**src/sv/jhs_pkg.sv**
```systemverilog
`default_nettype none

package jhs_pkg;

	// Marker bytes.
	localparam logic [7:0] MarkPrefix = 8'hFF;
	localparam logic [7:0] MarkSof    = 8'hC0;
	localparam logic [7:0] MarkDqt    = 8'hDB;
	localparam logic [7:0] MarkEohHi  = 8'h3F;
	localparam logic [7:0] MarkEohLo  = 8'h00;

	// Table geometry and capture step codes.
	localparam int         TableLen    = 64;
	localparam logic [5:0] TableLast   = 6'd63;
	localparam logic [6:0] TblStepIdle = 7'd0;
	localparam logic [6:0] TblStepArm  = 7'd2;
	localparam logic [6:0] TblFirst    = 7'd5;
	localparam logic [6:0] TblLast     = 7'd68;
	localparam logic [3:0] SzStepIdle  = 4'd0;
	localparam logic [3:0] SzStepArm   = 4'd2;
	localparam logic [3:0] SzHeightHi  = 4'd5;
	localparam logic [3:0] SzHeightLo  = 4'd6;
	localparam logic [3:0] SzWidthHi   = 4'd7;
	localparam logic [3:0] SzWidthLo   = 4'd8;
	localparam logic [10:0] PosMax     = 11'h7FF;

	typedef struct packed {
		logic [7:0] data_byte;
		logic       frame_end;
	} in_item_t;

	typedef struct packed {
		logic        header_found;
		logic [10:0] header_size;
		logic        size_marker_found;
		logic [7:0]  width_blocks;
		logic [7:0]  height_blocks;
		logic        table_valid;
		logic [5:0]  table_index;
		logic [7:0]  table_value;
		logic        last_result;
	} out_item_t;

	// Per-frame summary handed from the scanner to the result emitter.
	typedef struct packed {
		logic        header_found;
		logic [10:0] header_size;
		logic        size_marker_found;
		logic [7:0]  width_blocks;
		logic [7:0]  height_blocks;
		logic        table_valid;
	} frame_cmd_t;

	typedef struct packed {
		logic       en;
		logic [5:0] addr;
		logic [7:0] data;
	} tbl_wr_t;

	typedef struct packed {
		logic empty;
		logic full;
	} q_stat_t;

	// Size in 8-pixel blocks from a big-endian 16-bit dimension, low 8 bits kept.
	function automatic logic [7:0] blocks_of(input logic [7:0] hi, input logic [7:0] lo);
		return {hi[2:0], lo[7:3]};
	endfunction

endpackage

`default_nettype wire

```
**src/sv/jpeg_header_scanner_unit.sv**
```systemverilog
// Throughput: one byte per cycle unless the block stalls; each frame gives a burst of 64 results.
// A byte that writes the quantization table stalls while an earlier burst still waits for or reads it.
// Any byte also stalls while two frame summaries wait for their bursts.
// The frame summary passes through the queue and the command register before a burst's first result is registered.
// Reset (arst_n low, asynchronous): frame scan, captures, queue and burst sequencer clear; table contents
// stay undefined until captured.
`default_nettype none

module jpeg_header_scanner_unit import jhs_pkg::*; #(
	parameter int SCAN_LIMIT = 1024
) (
	input  wire logic      clk,
	input  wire logic      arst_n,
	input  wire logic      byte_valid,
	output logic           byte_stall,
	input  wire in_item_t  byte_item,
	output logic           result_valid,
	input  wire logic      result_stall,
	output out_item_t      result_item
);

	frame_cmd_t cmd_push;
	frame_cmd_t cmd_pop;
	tbl_wr_t    tbl_wr;
	q_stat_t    q_stat;
	logic       push;
	logic       pop;
	logic       busy;
	logic       tbl_busy;

	// The table is in use while a summary waits or a burst runs.
	assign tbl_busy = busy || !q_stat.empty;

	jhs_front #(
		.SCAN_LIMIT(SCAN_LIMIT)
	) u_front (
		.clk       (clk),
		.arst_n    (arst_n),
		.byte_valid(byte_valid),
		.byte_stall(byte_stall),
		.byte_item (byte_item),
		.tbl_busy  (tbl_busy),
		.q_stat    (q_stat),
		.push      (push),
		.cmd       (cmd_push),
		.tbl_wr    (tbl_wr)
	);

	jhs_queue u_queue (
		.clk    (clk),
		.arst_n (arst_n),
		.push   (push),
		.cmd_in (cmd_push),
		.pop    (pop),
		.cmd_out(cmd_pop),
		.q_stat (q_stat)
	);

	jhs_back u_back (
		.clk         (clk),
		.arst_n      (arst_n),
		.tbl_wr      (tbl_wr),
		.cmd         (cmd_pop),
		.q_stat      (q_stat),
		.pop         (pop),
		.busy        (busy),
		.result_valid(result_valid),
		.result_stall(result_stall),
		.result_item (result_item)
	);

endmodule

`default_nettype wire

```
**src/sv/jhs_front.sv**
```systemverilog
`default_nettype none

module jhs_front import jhs_pkg::*; #(
	parameter int SCAN_LIMIT = 1024
) (
	input  wire logic       clk,
	input  wire logic       arst_n,
	input  wire logic       byte_valid,
	output logic            byte_stall,
	input  wire in_item_t   byte_item,
	input  wire logic       tbl_busy,
	input  wire q_stat_t    q_stat,
	output logic            push,
	output frame_cmd_t      cmd,
	output tbl_wr_t         tbl_wr
);

	localparam logic [10:0] LimitPos = 11'(SCAN_LIMIT);

	logic [7:0]  prev_q;
	logic [10:0] pos_q;
	logic        active_q;
	logic        seen_q;
	logic [10:0] hlen_q;
	logic [3:0]  sstep_q;
	logic [6:0]  tstep_q;
	logic [7:0]  hold_q;
	logic [7:0]  width_q;
	logic [7:0]  height_q;
	logic        present_q;

	logic [3:0]  sstep_d;
	logic [6:0]  tstep_d;
	logic [7:0]  hold_d;
	logic [7:0]  width_d;
	logic [7:0]  height_d;
	logic        present_d;
	logic        twrite;
	logic        check;
	logic        hit_sof;
	logic        hit_dqt;
	logic        hit_eoh;
	logic        active_n;
	logic [10:0] hlen_n;
	logic        acc;
	logic [7:0]  b;

	assign b = byte_item.data_byte;

	// A table write waits while a result burst runs or still waits to read the table.
	assign twrite     = (tstep_q >= TblFirst) && (tstep_q <= TblLast);
	assign byte_stall = q_stat.full || (tbl_busy && twrite);
	assign acc        = byte_valid && !byte_stall;

	// Size capture steps through the two dimension fields.
	always_comb begin
		hold_d   = hold_q;
		height_d = height_q;
		width_d  = width_q;
		unique case (sstep_q)
			SzHeightHi: hold_d = b;
			SzHeightLo: height_d = blocks_of(hold_q, b);
			SzWidthHi:  hold_d = b;
			SzWidthLo:  width_d = blocks_of(hold_q, b);
			default: ;
		endcase
		if (sstep_q == SzStepIdle) begin
			sstep_d = SzStepIdle;
		end else if (sstep_q >= SzWidthLo) begin
			sstep_d = SzStepIdle;
		end else begin
			sstep_d = sstep_q + 4'd1;
		end
	end

	// Table capture counts through 64 entry bytes.
	always_comb begin
		present_d = present_q;
		if (tstep_q == TblStepIdle) begin
			tstep_d = TblStepIdle;
		end else if (tstep_q >= TblLast) begin
			tstep_d   = TblStepIdle;
			present_d = 1'b1;
		end else begin
			tstep_d = tstep_q + 7'd1;
		end
	end

	assign tbl_wr.en   = acc && twrite;
	assign tbl_wr.addr = 6'(tstep_q - TblFirst);
	assign tbl_wr.data = b;

	// Pair detection inside the scan window.
	assign check    = (pos_q != 11'd0) && (pos_q <= LimitPos) && active_q;
	assign hit_sof  = check && !seen_q && (prev_q == MarkPrefix) && (b == MarkSof);
	assign hit_dqt  = check && (prev_q == MarkPrefix) && (b == MarkDqt);
	assign hit_eoh  = check && (prev_q == MarkEohHi) && (b == MarkEohLo);
	assign active_n = active_q && !hit_eoh;
	assign hlen_n   = hit_eoh ? (pos_q + 11'd1) : hlen_q;

	// Frame summary goes to the queue with the last byte.
	assign push                  = acc && byte_item.frame_end;
	assign cmd.header_found      = !active_n;
	assign cmd.header_size       = active_n ? 11'd0 : hlen_n;
	assign cmd.size_marker_found = seen_q || hit_sof;
	assign cmd.width_blocks      = width_d;
	assign cmd.height_blocks     = height_d;
	assign cmd.table_valid       = present_d;

	// Per-frame state restarts after the last byte; stores persist.
	always_ff @(posedge clk or negedge arst_n) begin
		if (!arst_n) begin
			prev_q    <= 8'd0;
			pos_q     <= 11'd0;
			active_q  <= 1'b1;
			seen_q    <= 1'b0;
			hlen_q    <= 11'd0;
			sstep_q   <= SzStepIdle;
			tstep_q   <= TblStepIdle;
			hold_q    <= 8'd0;
			width_q   <= 8'd0;
			height_q  <= 8'd0;
			present_q <= 1'b0;
		end else if (acc) begin
			hold_q    <= hold_d;
			width_q   <= width_d;
			height_q  <= height_d;
			present_q <= present_d;
			if (byte_item.frame_end) begin
				prev_q   <= 8'd0;
				pos_q    <= 11'd0;
				active_q <= 1'b1;
				seen_q   <= 1'b0;
				hlen_q   <= 11'd0;
				sstep_q  <= SzStepIdle;
				tstep_q  <= TblStepIdle;
			end else begin
				prev_q   <= b;
				pos_q    <= (pos_q != PosMax) ? (pos_q + 11'd1) : pos_q;
				active_q <= active_n;
				seen_q   <= seen_q || hit_sof;
				hlen_q   <= hlen_n;
				sstep_q  <= hit_sof ? SzStepArm : sstep_d;
				tstep_q  <= hit_dqt ? TblStepArm : tstep_d;
			end
		end
	end

endmodule

`default_nettype wire

```
**src/sv/jhs_queue.sv**
```systemverilog
`default_nettype none

module jhs_queue import jhs_pkg::*; (
	input  wire logic       clk,
	input  wire logic       arst_n,
	input  wire logic       push,
	input  wire frame_cmd_t cmd_in,
	input  wire logic       pop,
	output frame_cmd_t      cmd_out,
	output q_stat_t         q_stat
);

	frame_cmd_t  slot_q [2];
	logic        wr_q;
	logic        rd_q;
	logic [1:0]  cnt_q;

	assign cmd_out      = slot_q[rd_q];
	assign q_stat.empty = (cnt_q == 2'd0);
	assign q_stat.full  = (cnt_q == 2'd2);

	// Two-entry frame summary queue.
	always_ff @(posedge clk or negedge arst_n) begin
		if (!arst_n) begin
			wr_q  <= 1'b0;
			rd_q  <= 1'b0;
			cnt_q <= 2'd0;
		end else begin
			if (push) begin
				wr_q <= !wr_q;
			end
			if (pop) begin
				rd_q <= !rd_q;
			end
			unique case ({push, pop})
				2'b10:   cnt_q <= cnt_q + 2'd1;
				2'b01:   cnt_q <= cnt_q - 2'd1;
				default: cnt_q <= cnt_q;
			endcase
		end
	end

	// Entry storage.
	always_ff @(posedge clk) begin
		if (push) begin
			slot_q[wr_q] <= cmd_in;
		end
	end

endmodule

`default_nettype wire

```
**src/sv/jhs_back.sv**
```systemverilog
`default_nettype none

module jhs_back import jhs_pkg::*; (
	input  wire logic       clk,
	input  wire logic       arst_n,
	input  wire tbl_wr_t    tbl_wr,
	input  wire frame_cmd_t cmd,
	input  wire q_stat_t    q_stat,
	output logic            pop,
	output logic            busy,
	output logic            result_valid,
	input  wire logic       result_stall,
	output out_item_t       result_item
);

	logic [7:0]  mem [TableLen];
	logic [7:0]  rdata_q;
	logic        busy_q;
	logic [5:0]  k_q;
	frame_cmd_t  cmd_q;
	out_item_t   meta_q;
	logic        valid_q;
	logic        adv;
	logic        load;

	assign pop  = !busy_q && !q_stat.empty;
	assign busy = busy_q;
	assign adv  = !valid_q || !result_stall;
	assign load = busy_q && adv;

	// Burst sequencer: one table entry per result.
	always_ff @(posedge clk or negedge arst_n) begin
		if (!arst_n) begin
			busy_q  <= 1'b0;
			k_q     <= 6'd0;
			valid_q <= 1'b0;
		end else begin
			if (pop) begin
				busy_q <= 1'b1;
				k_q    <= 6'd0;
			end else if (load) begin
				k_q <= k_q + 6'd1;
				if (k_q == TableLast) begin
					busy_q <= 1'b0;
				end
			end
			if (load) begin
				valid_q <= 1'b1;
			end else if (!result_stall) begin
				valid_q <= 1'b0;
			end
		end
	end

	// Command and result payload registers.
	always_ff @(posedge clk) begin
		if (pop) begin
			cmd_q <= cmd;
		end
		if (load) begin
			meta_q.header_found      <= cmd_q.header_found;
			meta_q.header_size       <= cmd_q.header_size;
			meta_q.size_marker_found <= cmd_q.size_marker_found;
			meta_q.width_blocks      <= cmd_q.width_blocks;
			meta_q.height_blocks     <= cmd_q.height_blocks;
			meta_q.table_valid       <= cmd_q.table_valid;
			meta_q.table_index       <= k_q;
			meta_q.table_value       <= 8'd0;
			meta_q.last_result       <= (k_q == TableLast);
		end
	end

	// Quantization table: one write port, one registered read port.
	always_ff @(posedge clk) begin
		if (tbl_wr.en) begin
			mem[tbl_wr.addr] <= tbl_wr.data;
		end
		if (load) begin
			rdata_q <= mem[k_q];
		end
	end

	always_comb begin
		result_item             = meta_q;
		result_item.table_value = rdata_q;
	end

	assign result_valid = valid_q;

endmodule

`default_nettype wire

```
**config.mk**
```make
export PLATFORM = sky130hd
export DESIGN_NAME = jpeg_header_scanner_unit
export DESIGN_NICKNAME = d
export VERILOG_FILES = /design/src/sv/jhs_pkg.sv /design/src/sv/jpeg_header_scanner_unit.sv /design/src/sv/jhs_front.sv /design/src/sv/jhs_queue.sv /design/src/sv/jhs_back.sv
export SDC_FILE = /design/constraint.sdc
export NUM_CORES = 1
export LEC_CHECK = 0
export BUFFER_PORTS_ARGS = -buffer_cell sky130_fd_sc_hd__buf_2
export CAP_MARGIN = 40
export CORE_ASPECT_RATIO = 1.5
export CORE_MARGIN = 2
export CORE_UTILIZATION = 56
export DETAILED_ROUTE_END_ITERATION = 8
export PLACE_DENSITY_LB_ADDON = 0.1
export SLEW_MARGIN = 0
export SYNTH_ARGS = -nofsm -noshare
export SYNTH_HDL_FRONTEND = slang
export SYNTH_HIERARCHICAL = 1
export SYNTH_SLANG_ARGS = --single-unit
```
**constraint.sdc**
```tcl
create_clock -name clk -period 3.5 [get_ports clk]
set_input_delay 0.525 -clock clk [delete_from_list [all_inputs] [get_ports clk]]
set_output_delay 0.525 -clock clk [all_outputs]
set_load 0.005 [all_outputs]
```
### Word level (Yosys, flattened, before mapping)

Memory sizes are Yosys's and may differ from the RTL's. A register that Yosys moved wholly into a read port is not among the register bits.
Cells that the tools add are included.

| word-level totals | value |
|---|---|
| flip-flop bits (word level) | 112 |
| bits in latches | 0 |
| bits in writable memories | 572 |
| memory bits (read-only) | 0 |
| input bits | 13 |
| memories | 2 |

Memory list:

| memory | words | width | read ports | clocked after memory_dff | write ports | RTL line | RTL |
|---|---|---|---|---|---|---|---|
| u_back.mem | 64 | 8 | 1 | 1 | 1 | jhs_back.sv:16 | `logic [7:0] mem [TableLen];` |
| u_queue.slot_q | 2 | 30 | 1 | 1 | 1 | jhs_queue.sv:13 | `frame_cmd_t slot_q [2];` |

| cells by class | value |
|---|---|
| add/subtract/negate cells | 7 |
| multiply operators | 0 |
| divide/modulo/power cells | 0 |
| magnitude comparators | 5 |
| eq/ne operators | 14 |
| shifts and indexed selects | 0 |
| muxes and demuxes | 32 |
| bitwise gates (word level) | 0 |
| reduce and logical (&&, ||, !) cells | 44 |

Operators with widths:

| operator | count |
|---|---|
| 2-to-1 mux 11 bit | 5 |
| 2-to-1 mux 7 bit | 4 |
| == test 8 bit (second input constant) | 3 |
| 2-to-1 mux 8 bit | 3 |
| logical AND 1 bit | 17 |
| 2-to-1 mux 4 bit | 4 |
| 2-to-1 mux 1 bit | 13 |
| == test 4 x 3 -> 1 bit (second input constant) | 3 |
| 2-to-1 mux 6 bit | 2 |
| adder 11 x 1 -> 11 bit (second input constant) | 1 |
| less-or-equal comparator 11 bit (second input constant) | 1 |
| != test 11 bit (second input constant) | 1 |
| nonzero test 11 bit | 1 |
| zero test 1 bit | 10 |
| == test 8 x 6 -> 1 bit (second input constant) | 1 |
| zero test 8 bit | 1 |
| nonzero test 2 bit | 4 |
| adder 7 x 1 -> 7 bit (second input constant) | 1 |
| greater-or-equal comparator 7 x 3 -> 1 bit (second input constant) | 1 |
| greater-or-equal comparator 7 bit (second input constant) | 1 |
| less-or-equal comparator 7 bit (second input constant) | 1 |
| zero test 7 bit | 1 |
| adder 6 x 1 -> 6 bit (second input constant) | 1 |
| == test 6 bit (second input constant) | 1 |
| other kinds (15) | 21 |

### Depth between registers and ports, before layout

| depth | value |
|---|---|
| depth after elaboration | 10 |
| gate-level depth with buffers | 12 |
| mapped depth without buffers | 11 |

### Cells and area by module

Netlist, hierarchy kept.

By module, submodules not included:

| module | times used | cells an instance | area each (sq um) |
|---|---|---|---|
| jhs_back | 1 | 1089 | 22705.5 |
| jhs_front | 1 | 419 | 3667.3 |
| jhs_queue | 1 | 109 | 2359.8 |
| jpeg_header_scanner_unit | 1 | 1 | 6.3 |

### Worst setup path after synthesis

No wires, ideal clock.

| timing path | value |
|---|---|
| path kind | flip-flop to flip-flop |
| from | register u_front.tstep_q[0] |
| to | memory u_queue/slot_q[0][0] (netlist name), enable pin |
| setup time | 0.417 ns |
| arrival | 3.276 ns |
| data required time | 3.083 ns |
| setup slack | -0.193 ns |
| stages on the path, launching flop included | 9 |
| path buffers | 1 |
| period minus slack after synthesis | 3.693 ns |
| path through | dfrtp_1 ha_1 nor2b_1 o311ai_0 nand4_1 clkbuf_1 nor2_1 inv_1 nor2_1 |

| on the way | value |
|---|---|
| longest elaborated chain between the ends | 9 |

Ends and longest elaborated chain:

| what | RTL line | RTL |
|---|---|---|
| start, declared | jhs_front.sv:26 | `logic [6:0] tstep_q;` |
| start signal, assigned | jhs_front.sv:119 | `tstep_q <= TblStepIdle;` |
| start signal, assigned | jhs_front.sv:136 | `tstep_q <= TblStepIdle;` |
| start signal, assigned | jhs_front.sv:144 | `tstep_q <= hit_dqt ? TblStepArm : tstep_d;` |
| greater-or-equal comparator 7 x 3 -> 1 bit or less-or-equal comparator 7 bit (tied branches) | jhs_front.sv:51 | `assign twrite = (tstep_q >= TblFirst) && (tstep_q <= TblLast);` |
| logical AND 1 bit (*) | jhs_front.sv:51 |  |
| logical AND 1 bit (*) | jhs_front.sv:52 | `assign byte_stall = q_stat.full \|\| (tbl_busy && twrite);` |
| logical OR 1 bit (*) | jhs_front.sv:52 |  |
| zero test 1 bit (*) | jhs_front.sv:53 | `assign acc = byte_valid && !byte_stall;` |
| logical AND 1 bit (*) | jhs_front.sv:53 |  |
| logical AND 1 bit (*) | jhs_front.sv:102 | `assign push = acc && byte_item.frame_end;` |
| net push | jpeg_header_scanner_unit.sv:26 | `logic push;` |
| 2-to-1 mux 1 bit (*) | jhs_queue.sv:45 | `if (push) begin` |
| 2-to-1 mux 1 bit (implied by the code) (*) | jhs_queue.sv:46 | `slot_q[wr_q] <= cmd_in;` |
| end, declared | jhs_queue.sv:13 |  |

Mark *: on every way through the listed nets, which the timed path passes. The rest lies on a longest branch.

==> reports/results.tsv <==
metric	value	unit
status	complete, no violations	
cts_tree	built	
grt-ovfl-total	0	
place_congestion	0.8518	
worstPathCellList	inv_1, ha_1, nand2b_1, nand4_1, nand4_1, a21oi_2, buf_4, nor2b_2, nand4_1, nor2_1, buf_4	
fin_crit	3.318	ns
cp_max_fo	9	
wl_per_cell	25.67	um
maxCapViolations	0	
drc	0	
cts_sinks	722	
fillers	3547	
drtAntennaViolNets	0	
hold_viol_final	0	
switching_share	0.2463	
ys_ff_latch	722	
nets	1784	
yosysUniqueCellTypes	60	
drive_gt1_frac	0.2535	
syn_area_per_cell	17.76	um2
post_cts_buffers	0	
clk_pin_slew	0.06	ns
dr.pass1.iters	5	
num_rows	101	
power_leakage	11.09	nW
viasPerCell	6.062	
rsz0062_at_grt	false	
place.detailed.hpwl	39670	um
detailedRoute.firstIterationViolations	1289	
area_growth	12.82	%
vias	15034	
fmax	301.4	MHz
worst_slew_pin_slew	0.9033	ns
finalCoreUtilization	0.6398	
postRouteWirelength	63660	um
antenna_cells	0	
die_h	281.5	um
tns	0	ns
synth_ff_type	edfxtp_1	
clkPwrFrac	0.362	
arrival	3.59	ns
end_kind	flop	
crit_buf_inv	3	
numPortBuffers	59	
dieArea	53180	um2
ir_drop	0.0004232	V
grt_first_pass_wirelength	96020	um
worst_skew_pair.late_latency	0.58	ns
synth_area	28740	um2
critPathKind	reg -> reg	
max_stage_delay	0.48	ns
die_width	189.0	um
crit_required	3.77	ns
net-switching-power	0.004927	W
slew_viol_final	0	
start_kind	flop	
htree_levels	3	
clockBufferDepth	3	
intPower	0.01508	W
slew_headroom	0.3923	
syn-num-nets	1642	
core-area	50670	um2
seqPwrFrac	0.489	
cts_root_buf	clkbuf_16	
final_cell_mix	edfxtp_1, nand2_1, buf_4, nor2_1, mux4_2	
cp_top_family	simple AND/OR/NAND/NOR gates	
layout_commonest_cell	edfxtp_1	
io_pins	60	
skew	0.01862	ns
worst_path_max_delay_cell	dfrtp_1	
ys_seq_area_frac	0.7414	
hp-class	in -> reg	
period_share	0.9479	
crit_top_cell	nand4_1	
antenna_found_initial	0	
cts-buffers-inserted	66	
grt_pass1_vias	15568	
yosys_warnings	6	
async_flop_share	0.1039	
grt_start_max_net_pins	69	
grtUsageTotal	0.2458	
comb_power_share	0.148	
start_util	0.5671	
finalSetupViolCount	0	
synth-edff-count	647	
cellPowerDensity	616.9	nW/um2
synthCells	1618	
metrics by stage:
step / worst slack (ns) / instance area [um2] / instances / hold slack [ns] / total power (W)
2_1_floorplan: 0.02076 / 28740 / 1618 / 0.2294 / 0.01200
3_3_place_gp: -0.06359 / 30180 / 2359 / 0.4060 / 0.01292
3_5_place_dp: -0.05803 / 30210 / 2360 / 0.3930 / 0.01295
4_1_cts: 0.009709 / 32410 / 2480 / 0.2671 / 0.02017
5_1_grt: 0.001829 / 32420 / 2480 / 0.2902 / 0.02063
6_report: 0.1823 / 32420 / 2480 / 0.2886 / 0.02000
cells by family after synthesis:
kind of cell / share of synthesized area
muxes: 0.1266
AOI/OAI and AO/OA: 0.03984
DFF: 0.7414
adders and majority gates: 0.004789
xor gates and xnor gates: 0.005790
buffers and inverters: 0.02321
and+or+nand+nor: 0.05834
power groups by stage:
stage / registers [W] / clock network [W] / logic (W)
6_report: 0.00979 / 0.00725 / 0.00296
3_3_place_gp: 0.00997 / 0 / 0.00295
2_1_floorplan: 0.00972 / 0 / 0.00228
5_1_grt: 0.00981 / 0.00769 / 0.00313
4_1_cts: 0.00980 / 0.00738 / 0.00299
3_5_place_dp: 0.00998 / 0 / 0.00297
what timing repair did:
action	CTS	global route
hold buffers	1	0
resized for setup	1	7
endpoints found under the setup margin	65	187
hold endpoints to repair	12	0
synth_stat cells (4+ instances only):
master	instances	area (um2)
a211o_1	5	43.79
a211oi_1	5	37.54
a21oi_1	11	55.05
a221oi_1	18	157.7
a22oi_1	15	112.6
a31oi_1	5	31.28
and2_1	4	25.02
buf_1	8	30.03
buf_2	16	80.08
buf_4	16	120.1
buf_6	15	168.9
clkbuf_1	35	131.4
dfrtp_1	74	1852
edfxtp_1	647	19430
ha_1	11	137.6
inv_1	25	93.84
mux2_2	72	810.8
mux2i_1	40	400.4
mux4_1	5	131.4
mux4_2	100	2252
nand2_1	130	488.0
nand2b_1	12	75.07
nand3_1	32	160.2
nand4_1	13	81.33
nor2_1	108	405.4
nor2b_1	15	93.84
nor3_1	15	75.07
nor4_1	8	50.05
o2111ai_1	10	87.58
o211ai_1	8	60.06
o21ai_0	20	100.1
o21bai_1	6	45.04
o22ai_1	30	187.7
o311ai_0	8	70.07
o31ai_1	8	60.06
or4_1	11	82.58
xnor2_1	10	87.58
xor2_1	9	78.83
metal layers:
layer  up-vias  global-route usage  wire length (um)
met1      7803              0.3084             24780
met4         0             0.09455              2346
met2       443              0.4353             33570
li1       6662                   -                 -
met3       126             0.03485              2961
met5         -                   0                 0
path summary, 6_finish.rpt:
check / start / endpoint / slack (ns) / depth (start not counted)
worst max-delay path: u_front/tstep_q[0] / u_back/mem[51][5] / 0.18 / 11
worst min-delay path: result_stall / u_back/result_valid / 0.29 / 3
worst max register to register: u_front/tstep_q[0] / u_back/mem[51][5] / 0.18 / 11
worst min register to register: u_back/cmd_q[4] / u_back/result_item[19] / 0.42 / 0
max in group asynchronous: arst_n / u_front/active_q / 2.54 / 3
min in group asynchronous: arst_n / u_front/width_q[0] / 0.33 / 2
worst reg2reg max path: stages (launching register included):
cell and delay, ns:
dfrtp_1 0.48, inv_1 0.23, ha_1 0.30, nand2b_1 0.18
nand4_1 0.16, nand4_1 0.21, a21oi_2 0.30, buf_4 0.20
nor2b_2 0.23, nand4_1 0.23, nor2_1 0.27, buf_4 0.23
state kept, by name, indices dropped and copies added, names as in the netlist, 4 cells and up:
signal / count
u_front/prev_q: 8
u_back/mem: 512
u_back/rdata_q: 8
u_front/height_q: 8
u_queue/slot_q: 60
u_front/sstep_q: 4
u_back/result_item: 37
u_front/tstep_q: 7
u_front/width_q: 8
u_back/cmd_q: 30
u_front/hlen_q: 11
u_back/k_q: 6
u_front/pos_q: 11
cell type report:
cell class | instances | area, um2 | area share
sequential | 722 | 21320 | 0.6575
multi-input combinational | 777 | 6794 | 0.2095
clock buffer | 85 | 1837 | 0.05665
timing repair buffer | 166 | 1186 | 0.03658
tap | 669 | 837.1 | 0.02582
clock inverter | 34 | 349.1 | 0.01077
inverter | 27 | 101.3 | 0.003126
No activity file was read; power rests on OpenSTA's default activity.
